`config.mk`:
```
export PLATFORM = sky130hd
export DESIGN_NAME = flash_slot_wear_leveler
export DESIGN_NICKNAME = d
export VERILOG_FILES = /design/src/rtl/fsw_pkg.sv /design/src/rtl/flash_slot_wear_leveler.sv
export SDC_FILE = /design/constraint.sdc
export NUM_CORES = 2
export LEC_CHECK = 0
export ABC_AREA = 1
export BUFFER_PORTS_ARGS = -buffer_cell sky130_fd_sc_hd__buf_2
export CAP_MARGIN = 10
export CORE_AREA = 3 3 334 336
export DETAILED_ROUTE_END_ITERATION = 6
export DIE_AREA = 0 0 337 339
export GPL_TIMING_DRIVEN = 0
export PLACE_DENSITY = 0.6
export REMOVE_ABC_BUFFERS = 1
export SETUP_SLACK_MARGIN = 0.02
export SLEW_MARGIN = 20
export SYNTH_ARGS = -nofsm -noshare
export SYNTH_HDL_FRONTEND = slang
export SYNTH_SLANG_ARGS = --single-unit
```
`constraint.sdc`:
```
create_clock -name aclk -period 22.1 [get_ports aclk]
set_input_delay 1.105 -clock aclk [delete_from_list [all_inputs] [get_ports aclk]]
set_output_delay 1.105 -clock aclk [all_outputs]
set_load 0.02 [all_outputs]
```
`src/rtl/fsw_pkg.sv`:
```
package fsw_pkg;

    localparam logic [2:0] OP_READ      = 3'd0;
    localparam logic [2:0] OP_PROG_BUF  = 3'd1;
    localparam logic [2:0] OP_PROG_BYTE = 3'd2;
    localparam logic [2:0] OP_ERASE     = 3'd3;
    localparam logic [2:0] OP_NONE      = 3'd4;

    localparam logic [1:0] CMD_READ  = 2'd0;
    localparam logic [1:0] CMD_WRITE = 2'd1;
    localparam logic [1:0] CMD_LOAD  = 2'd2;

    localparam logic [2:0] REG_MARKER_MODE    = 3'd0;
    localparam logic [2:0] REG_BASE_ADDRESS   = 3'd1;
    localparam logic [2:0] REG_RECORD_BYTES   = 3'd2;
    localparam logic [2:0] REG_SLOT_COUNT     = 3'd3;
    localparam logic [2:0] REG_PAYLOAD_OFFSET = 3'd4;
    localparam logic [2:0] REG_MIDPOINT_SLOT  = 3'd5;

    localparam logic [7:0] VALID_MARK = 8'hA5;
    localparam logic [7:0] CLEAR_MARK = 8'h00;

    typedef struct packed {
        logic [2:0]  op;
        logic [23:0] addr;
        logic [7:0]  val;
    } fixed_item_t;

endpackage

```
`src/rtl/flash_slot_wear_leveler.sv`:
```
// Flash slot wear-leveler. Keeps a mirror of per-slot metadata (bitmap bits or marker
// valid flags) in two one-bit-wide synchronous memories and turns each read or write
// request into up to five flash command words, the final one flagged by m_last. A
// request scans the mirror one slot per cycle through the memory read port, forms
// addresses in S_MUL and S_SETUP, then emits one word per cycle as the output register
// drains, then updates the mirror, sweeping the slots in use (marker erase) or all
// SLOT_DEPTH slots (bitmap erase). Load and unused commands are taken in S_IDLE.
// After reset a pass over all slots sets every bitmap bit and clears every marker
// flag before s_ready rises; configuration writes are taken at any time. PAGE_BYTES
// and SECTOR_BYTES must be powers of two; the block does not check this.
module flash_slot_wear_leveler
    import fsw_pkg::*;
#(
    parameter int SLOT_DEPTH   = 256,
    parameter int PAGE_BYTES   = 256,
    parameter int SECTOR_BYTES = 4096
) (
    input  logic        aclk,
    input  logic        aresetn,
    input  logic        cfg_valid,
    output logic        cfg_ready,
    input  logic [2:0]  cfg_index,
    input  logic [23:0] cfg_data,
    input  logic        s_valid,
    output logic        s_ready,
    input  logic [1:0]  s_cmd,
    input  logic [7:0]  s_slot_index,
    input  logic        s_bit_value,
    output logic        m_valid,
    input  logic        m_ready,
    output logic [2:0]  m_flash_op,
    output logic [23:0] m_flash_address,
    output logic [8:0]  m_byte_count,
    output logic [7:0]  m_byte_value,
    output logic [7:0]  m_buffer_offset,
    output logic        m_last
);

    localparam int IW = (SLOT_DEPTH > 1) ? $clog2(SLOT_DEPTH) : 1;
    localparam int NW = $clog2(SLOT_DEPTH + 1);
    localparam int PW = $clog2(PAGE_BYTES);
    localparam int SW = $clog2(SECTOR_BYTES);

    localparam logic [3:0] S_IDLE  = 4'd0;
    localparam logic [3:0] S_SCAN  = 4'd1;
    localparam logic [3:0] S_MUL   = 4'd2;
    localparam logic [3:0] S_SETUP = 4'd3;
    localparam logic [3:0] S_EMIT  = 4'd4;
    localparam logic [3:0] S_UPD   = 4'd5;
    localparam logic [3:0] S_UPD2  = 4'd6;
    localparam logic [3:0] S_SWEEP = 4'd7;
    localparam logic [3:0] S_FIN   = 4'd8;

    localparam logic [2:0] U_NONE  = 3'd0;
    localparam logic [2:0] U_BFILL = 3'd1;
    localparam logic [2:0] U_BCLR  = 3'd2;
    localparam logic [2:0] U_MWRAP = 3'd3;
    localparam logic [2:0] U_MNORM = 3'd4;

    localparam logic [1:0] SWK_INIT  = 2'd0;
    localparam logic [1:0] SWK_FILL  = 2'd1;
    localparam logic [1:0] SWK_ERASE = 2'd2;

    logic        marker_mode_reg;
    logic [23:0] base_address_reg;
    logic [7:0]  record_bytes_reg;
    logic [8:0]  slot_count_reg;
    logic [11:0] payload_offset_reg;
    logic [7:0]  midpoint_slot_reg;

    logic bits_mem  [SLOT_DEPTH];
    logic marks_mem [SLOT_DEPTH];
    logic bits_rd_reg, marks_rd_reg;
    logic bits_we, bits_wd, marks_we, marks_wd;
    logic [IW-1:0] bits_wa, marks_wa, rd_addr;

    logic [3:0]    state_reg;
    logic          wr_reg;
    logic [IW-1:0] scan_i_reg, rd_idx_reg, idx_reg;
    logic          rd_pend_reg, found_reg;
    logic [23:0]   prod_reg;

    fixed_item_t   pre_reg [3];
    logic [1:0]    pre_n_reg, pre_pos_reg;
    logic          post_en_reg;
    fixed_item_t   post_reg;
    logic [7:0]    pay_len_reg, pay_boff_reg;
    logic [23:0]   pay_addr_reg;
    logic [2:0]    pay_bud_reg;
    logic [2:0]    upd_reg;
    logic          mid_reg;

    logic [1:0]    swk_reg;
    logic          sw_both_reg, fin_zero_reg;
    logic [IW-1:0] sw_i_reg;
    logic [23:0]   sw_a_reg;

    logic          m_valid_reg, m_last_reg;
    logic [2:0]    m_op_reg;
    logic [23:0]   m_addr_reg;
    logic [8:0]    m_cnt_reg;
    logic [7:0]    m_val_reg, m_boff_reg;

    logic [NW-1:0] n_eff;
    logic [IW-1:0] n_m1;
    logic [8:0]    stride;
    logic [23:0]   data0, sec2;
    logic          scan_bit, out_free, load_ok;
    logic [PW:0]   room;
    logic [7:0]    chunk;
    logic [NW-1:0] mul_a;
    logic          sw_hit;
    logic [IW-1:0] sw_end;

    assign cfg_ready = 1'b1;
    assign s_ready   = (state_reg == S_IDLE);

    always_comb begin
        if (32'(slot_count_reg) > SLOT_DEPTH) begin
            n_eff = NW'(SLOT_DEPTH);
        end else if (slot_count_reg == 9'd0) begin
            n_eff = NW'(1);
        end else begin
            n_eff = NW'(slot_count_reg);
        end
    end

    assign n_m1     = IW'(n_eff - NW'(1));
    assign stride   = {1'b0, record_bytes_reg} + 9'd1;
    assign data0    = base_address_reg + {12'd0, payload_offset_reg};
    assign sec2     = base_address_reg + 24'(SECTOR_BYTES);
    assign scan_bit = marker_mode_reg ? marks_rd_reg : bits_rd_reg;
    assign out_free = !m_valid_reg || m_ready;
    assign load_ok  = (32'(s_slot_index) < SLOT_DEPTH);
    assign rd_addr  = scan_i_reg;
    assign room     = (PW + 1)'(PAGE_BYTES) - {1'b0, pay_addr_reg[PW-1:0]};
    assign chunk    = (pay_bud_reg == 3'd1 || 32'(pay_len_reg) <= 32'(room))
                      ? pay_len_reg : 8'(room);
    assign sw_hit   = (sw_a_reg[23:SW] == base_address_reg[23:SW])
                      || (sw_both_reg && sw_a_reg[23:SW] == sec2[23:SW]);
    assign sw_end   = (swk_reg == SWK_ERASE) ? n_m1 : IW'(SLOT_DEPTH - 1);

    always_comb begin
        if (!marker_mode_reg && wr_reg) begin
            mul_a = NW'(idx_reg) + NW'(1);
        end else if (found_reg) begin
            mul_a = NW'(idx_reg);
        end else begin
            mul_a = NW'(n_m1);
        end
    end

    always_comb begin
        bits_we  = 1'b0;
        bits_wd  = 1'b0;
        bits_wa  = sw_i_reg;
        marks_we = 1'b0;
        marks_wd = 1'b0;
        marks_wa = sw_i_reg;
        unique case (state_reg)
            S_IDLE: begin
                bits_wa  = IW'(s_slot_index);
                marks_wa = IW'(s_slot_index);
                bits_wd  = s_bit_value;
                marks_wd = s_bit_value;
                if (s_valid && s_cmd == CMD_LOAD && load_ok) begin
                    bits_we  = !marker_mode_reg;
                    marks_we = marker_mode_reg;
                end
            end
            S_UPD: begin
                bits_wa  = idx_reg;
                marks_wa = idx_reg;
                bits_we  = (upd_reg == U_BCLR);
                marks_we = (upd_reg == U_MNORM);
            end
            S_UPD2: begin
                marks_wa = IW'(NW'(idx_reg) + NW'(1));
                marks_wd = 1'b1;
                marks_we = 1'b1;
            end
            S_SWEEP: begin
                unique case (swk_reg)
                    SWK_INIT: begin
                        bits_we  = 1'b1;
                        bits_wd  = 1'b1;
                        marks_we = 1'b1;
                    end
                    SWK_FILL: begin
                        bits_we = 1'b1;
                        bits_wd = 1'b1;
                    end
                    default: begin
                        marks_we = sw_hit;
                    end
                endcase
            end
            S_FIN: begin
                marks_wa = '0;
                marks_wd = 1'b1;
                marks_we = 1'b1;
            end
            default: begin
            end
        endcase
    end

    always_ff @(posedge aclk) begin
        if (bits_we) begin
            bits_mem[bits_wa] <= bits_wd;
        end
        if (marks_we) begin
            marks_mem[marks_wa] <= marks_wd;
        end
        bits_rd_reg  <= bits_mem[rd_addr];
        marks_rd_reg <= marks_mem[rd_addr];
    end

    always_ff @(posedge aclk) begin
        if (!aresetn) begin
            marker_mode_reg    <= 1'b0;
            base_address_reg   <= 24'd65536;
            record_bytes_reg   <= 8'd96;
            slot_count_reg     <= 9'd32;
            payload_offset_reg <= 12'd16;
            midpoint_slot_reg  <= 8'd41;
        end else if (cfg_valid) begin
            unique case (cfg_index)
                REG_MARKER_MODE:    marker_mode_reg    <= cfg_data[0];
                REG_BASE_ADDRESS:   base_address_reg   <= cfg_data;
                REG_RECORD_BYTES:   record_bytes_reg   <= cfg_data[7:0];
                REG_SLOT_COUNT:     slot_count_reg     <= cfg_data[8:0];
                REG_PAYLOAD_OFFSET: payload_offset_reg <= cfg_data[11:0];
                REG_MIDPOINT_SLOT:  midpoint_slot_reg  <= cfg_data[7:0];
                default: begin
                end
            endcase
        end
    end

    always_ff @(posedge aclk) begin
        if (!aresetn) begin
            state_reg    <= S_SWEEP;
            swk_reg      <= SWK_INIT;
            sw_i_reg     <= '0;
            fin_zero_reg <= 1'b0;
            m_valid_reg  <= 1'b0;
        end else begin
            if (m_valid_reg && m_ready && state_reg != S_EMIT) begin
                m_valid_reg <= 1'b0;
            end
            unique case (state_reg)
                S_IDLE: begin
                    if (s_valid && (s_cmd == CMD_READ || s_cmd == CMD_WRITE)) begin
                        wr_reg      <= (s_cmd == CMD_WRITE);
                        scan_i_reg  <= '0;
                        rd_pend_reg <= 1'b0;
                        state_reg   <= S_SCAN;
                    end
                end
                S_SCAN: begin
                    rd_pend_reg <= 1'b1;
                    rd_idx_reg  <= scan_i_reg;
                    if (scan_i_reg != n_m1) begin
                        scan_i_reg <= scan_i_reg + IW'(1);
                    end
                    if (rd_pend_reg && scan_bit) begin
                        found_reg <= 1'b1;
                        idx_reg   <= rd_idx_reg;
                        state_reg <= S_MUL;
                    end else if (rd_pend_reg && rd_idx_reg == n_m1) begin
                        found_reg <= 1'b0;
                        idx_reg   <= rd_idx_reg;
                        state_reg <= S_MUL;
                    end
                end
                S_MUL: begin
                    prod_reg  <= 24'(mul_a) * 24'(marker_mode_reg ? stride
                                                  : {1'b0, record_bytes_reg});
                    state_reg <= S_SETUP;
                end
                S_SETUP: begin
                    pre_pos_reg  <= 2'd0;
                    pay_boff_reg <= 8'd0;
                    state_reg    <= S_EMIT;
                    if (!marker_mode_reg) begin
                        mid_reg <= 1'b0;
                        if (!wr_reg) begin
                            pre_reg[0]  <= '{OP_READ, data0 + prod_reg, 8'd0};
                            pre_n_reg   <= 2'd1;
                            post_en_reg <= 1'b0;
                            pay_len_reg <= 8'd0;
                            upd_reg     <= U_NONE;
                        end else if (!found_reg || idx_reg == n_m1) begin
                            pre_reg[0]   <= '{OP_ERASE, base_address_reg, 8'd0};
                            pre_n_reg    <= 2'd1;
                            post_en_reg  <= 1'b0;
                            pay_len_reg  <= record_bytes_reg;
                            pay_addr_reg <= data0;
                            pay_bud_reg  <= 3'd4;
                            upd_reg      <= U_BFILL;
                        end else begin
                            pre_n_reg    <= 2'd0;
                            pay_len_reg  <= record_bytes_reg;
                            pay_addr_reg <= data0 + prod_reg;
                            pay_bud_reg  <= 3'd4;
                            post_en_reg  <= 1'b1;
                            post_reg     <= '{OP_PROG_BYTE,
                                base_address_reg + 24'(idx_reg >> 3),
                                ~(8'd1 << idx_reg[2:0])};
                            upd_reg      <= U_BCLR;
                        end
                    end else begin
                        if (!wr_reg) begin
                            pre_n_reg   <= 2'd1;
                            post_en_reg <= 1'b0;
                            pay_len_reg <= 8'd0;
                            upd_reg     <= U_NONE;
                            mid_reg     <= 1'b0;
                            if (found_reg) begin
                                pre_reg[0] <= '{OP_READ,
                                    base_address_reg + prod_reg + 24'd1, 8'd0};
                            end else begin
                                pre_reg[0] <= '{OP_NONE, 24'd0, 8'd0};
                            end
                        end else if (!found_reg || idx_reg == n_m1) begin
                            if (!found_reg) begin
                                pre_reg[0] <= '{OP_ERASE, base_address_reg, 8'd0};
                                pre_reg[1] <= '{OP_ERASE, sec2, 8'd0};
                            end else begin
                                pre_reg[0] <= '{OP_ERASE, sec2, 8'd0};
                                pre_reg[1] <= '{OP_ERASE, base_address_reg, 8'd0};
                            end
                            pre_reg[2]   <= '{OP_PROG_BYTE, base_address_reg, VALID_MARK};
                            pre_n_reg    <= 2'd3;
                            post_en_reg  <= 1'b0;
                            pay_len_reg  <= record_bytes_reg;
                            pay_addr_reg <= base_address_reg + 24'd1;
                            pay_bud_reg  <= 3'd2;
                            upd_reg      <= U_MWRAP;
                            mid_reg      <= 1'b0;
                        end else begin
                            pre_reg[0]   <= '{OP_PROG_BYTE, base_address_reg + prod_reg,
                                              CLEAR_MARK};
                            pre_reg[1]   <= '{OP_PROG_BYTE,
                                base_address_reg + prod_reg + 24'(stride), VALID_MARK};
                            pre_n_reg    <= 2'd2;
                            pay_len_reg  <= record_bytes_reg;
                            pay_addr_reg <= base_address_reg + prod_reg + 24'(stride)
                                            + 24'd1;
                            upd_reg      <= U_MNORM;
                            if (32'(idx_reg) == 32'(midpoint_slot_reg)) begin
                                mid_reg     <= 1'b1;
                                pay_bud_reg <= 3'd2;
                                post_en_reg <= 1'b1;
                                post_reg    <= '{OP_ERASE, base_address_reg, 8'd0};
                            end else begin
                                mid_reg     <= 1'b0;
                                pay_bud_reg <= 3'd3;
                                post_en_reg <= 1'b0;
                            end
                        end
                    end
                end
                S_EMIT: begin
                    if (out_free) begin
                        m_valid_reg <= 1'b1;
                        priority if (pre_pos_reg != pre_n_reg) begin
                            m_op_reg   <= pre_reg[pre_pos_reg].op;
                            m_addr_reg <= pre_reg[pre_pos_reg].addr;
                            m_val_reg  <= pre_reg[pre_pos_reg].val;
                            m_boff_reg <= 8'd0;
                            if (pre_reg[pre_pos_reg].op == OP_PROG_BYTE) begin
                                m_cnt_reg <= 9'd1;
                            end else if (pre_reg[pre_pos_reg].op == OP_READ) begin
                                m_cnt_reg <= {1'b0, record_bytes_reg};
                            end else begin
                                m_cnt_reg <= 9'd0;
                            end
                            pre_pos_reg <= pre_pos_reg + 2'd1;
                            m_last_reg  <= (pre_pos_reg + 2'd1 == pre_n_reg)
                                           && pay_len_reg == 8'd0 && !post_en_reg;
                            if ((pre_pos_reg + 2'd1 == pre_n_reg)
                                && pay_len_reg == 8'd0 && !post_en_reg) begin
                                state_reg <= S_UPD;
                            end
                        end else if (pay_len_reg != 8'd0) begin
                            m_op_reg     <= OP_PROG_BUF;
                            m_addr_reg   <= pay_addr_reg;
                            m_cnt_reg    <= {1'b0, chunk};
                            m_val_reg    <= 8'd0;
                            m_boff_reg   <= pay_boff_reg;
                            m_last_reg   <= (chunk == pay_len_reg) && !post_en_reg;
                            pay_addr_reg <= pay_addr_reg + 24'(chunk);
                            pay_boff_reg <= pay_boff_reg + chunk;
                            pay_len_reg  <= pay_len_reg - chunk;
                            pay_bud_reg  <= pay_bud_reg - 3'd1;
                            if ((chunk == pay_len_reg) && !post_en_reg) begin
                                state_reg <= S_UPD;
                            end
                        end else begin
                            m_op_reg   <= post_reg.op;
                            m_addr_reg <= post_reg.addr;
                            m_val_reg  <= post_reg.val;
                            m_boff_reg <= 8'd0;
                            m_cnt_reg  <= (post_reg.op == OP_PROG_BYTE) ? 9'd1 : 9'd0;
                            m_last_reg <= 1'b1;
                            state_reg  <= S_UPD;
                        end
                    end
                end
                S_UPD: begin
                    sw_i_reg    <= '0;
                    sw_a_reg    <= base_address_reg;
                    sw_both_reg <= (upd_reg == U_MWRAP);
                    unique case (upd_reg)
                        U_BFILL: begin
                            swk_reg      <= SWK_FILL;
                            fin_zero_reg <= 1'b0;
                            state_reg    <= S_SWEEP;
                        end
                        U_MWRAP: begin
                            swk_reg      <= SWK_ERASE;
                            fin_zero_reg <= 1'b1;
                            state_reg    <= S_SWEEP;
                        end
                        U_MNORM: begin
                            state_reg <= S_UPD2;
                        end
                        default: begin
                            state_reg <= S_IDLE;
                        end
                    endcase
                end
                S_UPD2: begin
                    if (mid_reg) begin
                        swk_reg      <= SWK_ERASE;
                        fin_zero_reg <= 1'b0;
                        state_reg    <= S_SWEEP;
                    end else begin
                        state_reg <= S_IDLE;
                    end
                end
                S_SWEEP: begin
                    sw_i_reg <= sw_i_reg + IW'(1);
                    sw_a_reg <= sw_a_reg + 24'(stride);
                    if (sw_i_reg == sw_end) begin
                        state_reg <= fin_zero_reg ? S_FIN : S_IDLE;
                    end
                end
                S_FIN: begin
                    state_reg <= S_IDLE;
                end
                default: begin
                    state_reg <= S_IDLE;
                end
            endcase
        end
    end

    assign m_valid         = m_valid_reg;
    assign m_flash_op      = m_op_reg;
    assign m_flash_address = m_addr_reg;
    assign m_byte_count    = m_cnt_reg;
    assign m_byte_value    = m_val_reg;
    assign m_buffer_offset = m_boff_reg;
    assign m_last          = m_last_reg;

endmodule

```
==> metrics <==
Post-synth EDFFs=791; worst reg2reg path endpoint=prod_reg[17]; Post-CTS Resized=0; Routed Antenna Nets=0; Met3 Wirelength=11040 um; post-synth cell types=70; clk_lat worst skew=710 ps; CTS root buf=clkbuf_16; DR WL/cell=21.54 um; synthesized area=50990 um^2; Worst Setup SP=aresetn; Rows=121; Worst IR Drop VDD=0.06998 mV; sequential share of the synthesized area=0.5000; Final Cell Area=56870 um^2; Setup CP Type=in -> reg; final worst slack=14090 ps; Die Wd=337 um; outcome=finished with violations; clock tree buffer depth=3; H-tree levels=3; leak pwr=21.75 nW; Final nets=6112; cts bufs inserted=99; pin count of the biggest net entering global routing=107; Port Buffers=96; Initial Util=0.4685; RD Place Congestion=0.9706; Post-synth top cells=nor2_1 (1147), nand2_1 (898), edfxtp_1 (791), o21ai_0 (549), inv_1 (527); post-synth top area share=0.4658; layout cells sized above 1=0.08120; most common cell in the netlist=nor2_1; first-pass GRT wire length=239100 um; RR Startpoint=wr_reg; maxcap violations=0; via count=42220; syn_area_per_cell=8.700 um^2; Final Skew=41.20 ps; R2R Setup Slk=15000 ps; measured slew at the worst slew-check pin=1201 ps; Worst setup EP type=flop; fmax=124.9 MHz; DR iter-0 viols=4038; clock-pin transition on the worst setup and hold timing paths=60 ps; Syn. warnings=0; final hold violation count=0; Hold WC Path Type=reg -> reg; Post-CTS Setup Repair Bufs=0; Top Metal Used=met5; antenna violations before repair=1; Worst Setup EP=pre_reg[0][7]; ys flop type=edfxtp_1; Total GRT Usage=0.2718; Post-DP HPWL=110700 um; Critical Path AT=8310 ps; Yosys reg bits=878; Area after DPL=53720 um^2; Synth area leader=edfxtp_1; crit-path max FO=71; failing checks=design-rule violations; Area growth syn-to-layout=11.53%; CTS tree=done; TNS Setup=0 ps; CTS sink cnt=878; pre-CTS setup slack=13590 ps; Final Setup Violations=0; PD cells=93.71 nW/um^2; # diodes=0; WL final=158300 um; RSZ-0062 raised after global routing=no; Required @ worst endpoint=22400 ps; met2 routed WL=75790 um; Pre-antenna DRT Iters=7; detailed-route DRC error count=4; grt total ovfl=0; fin util=0.5225; Synth area leaders=edfxtp_1 (47%), nor2_1 (8.4%), nand2_1 (6.6%); Worst R2R Path Depth=26; max-slew violation count=0; Worst Setup Start Kind=primary input; core area=108900 um^2; vias in the first global route=39810; Min Clock Period, post-route=8008 ps; Final period util=0.3623; Mapped Cells=5861; wl on met1=65330 um; die area=114200 um^2; via/cell ratio=5.744; hold buffers post-CTS=0; die height=339 um; fraction of registers with async set/reset=0; I/O pin count=99; Slew headroom=0.1964
-- logic make-up after synthesis --
group / share of synthesized area
flops: 0.5000
fa+ha+maj: 0.06119
compound gates: 0.1319
other cells: 0.0001473
buf+inv: 0.06578
simple gates: 0.2064
xor+xnor: 0.03465
-- final cells by class --
class	count	area (um^2)
clock buffer	130	2665
clock inverter	52	461.7
fill	10060	51980
inverter	562	2126
multi-input combinational	4130	22270
sequential	878	25500
tap	1414	1769
timing repair buffer	184	2081
-- layer usage --
| layer | up-vias | track usage |
|---|---|---|
| met4 | 2 | 0.1027 |
| li1 | 19900 | - |
| met1 | 20330 | 0.3609 |
| met3 | 326 | 0.03590 |
| met5 | - | 0 |
| met2 | 1663 | 0.4530 |
-- power breakdown --
group	total (mW)	internal, mW	switching [mW]
registers	2.16	2.09	0.0679
clock network	1.61	0.900	0.705
logic	1.56	0.465	1.10
-- placed cells by master (no fill, tap or decap), drive strengths merged, types with 2 or more instances in the layout --
master and instances:
nor4 17, o221ai 75, nor3b 2, and2 3
a221oi 8, a211oi 7, nand3 238, nor3 63
a32o 2, a31oi 25, ha 155, o22ai 105
nand4 58, o21ai 576, and3 2, conb 3
nor2 1176, buf 184, a32oi 3, a22oi 6
nand2 949, bufinv 4, o21bai 11, clkinv 61
xnor2 47, inv 548, a21o 6, dfxtp 87
o31ai 8, nand3b 3, o211ai 38, fa 59
edfxtp 791, o2111ai 3, o32ai 3, clkbuf 130
a21boi 6, a21oi 306, or2 11, xor2 153
-- worst max-delay path, cell delays in order --
cell and delay, ps:
buf_4 540, clkinv_1 900, nor2_1 820, inv_1 250, nor2_4 360, inv_1 580
nor2_4 690, inv_1 530, nand3_1 690, clkinv_1 810, nand2_2 870
-- metrics by stage --
step	total power, mW	hold WS (ps)	std cells
3_5_place_dp	3.736	452.3	7167
4_1_cts	5.336	460.2	7349
2_1_floorplan	3.200	430.3	5570
6_report	5.330	460.2	7350
5_1_grt	5.576	477.2	7350
3_3_place_gp	3.797	445.8	7080
-- worst min-delay path by stage --
stage,start,endpoint,slack [ps],depth (start not counted)
2_1_floorplan,pre_reg[0][29],pre_reg[0][29],430,2
3_3_place_gp,pre_reg[1][28],pre_reg[1][28],450,2
3_5_place_dp,pre_reg[1][28],pre_reg[1][28],450,2
4_1_cts,pre_reg[1][28],pre_reg[1][28],460,2
5_1_grt,rd_idx_reg[4],idx_reg[4],480,0
6_report,pre_reg[1][28],pre_reg[1][28],460,2
(Power assumes the default switching activity.)
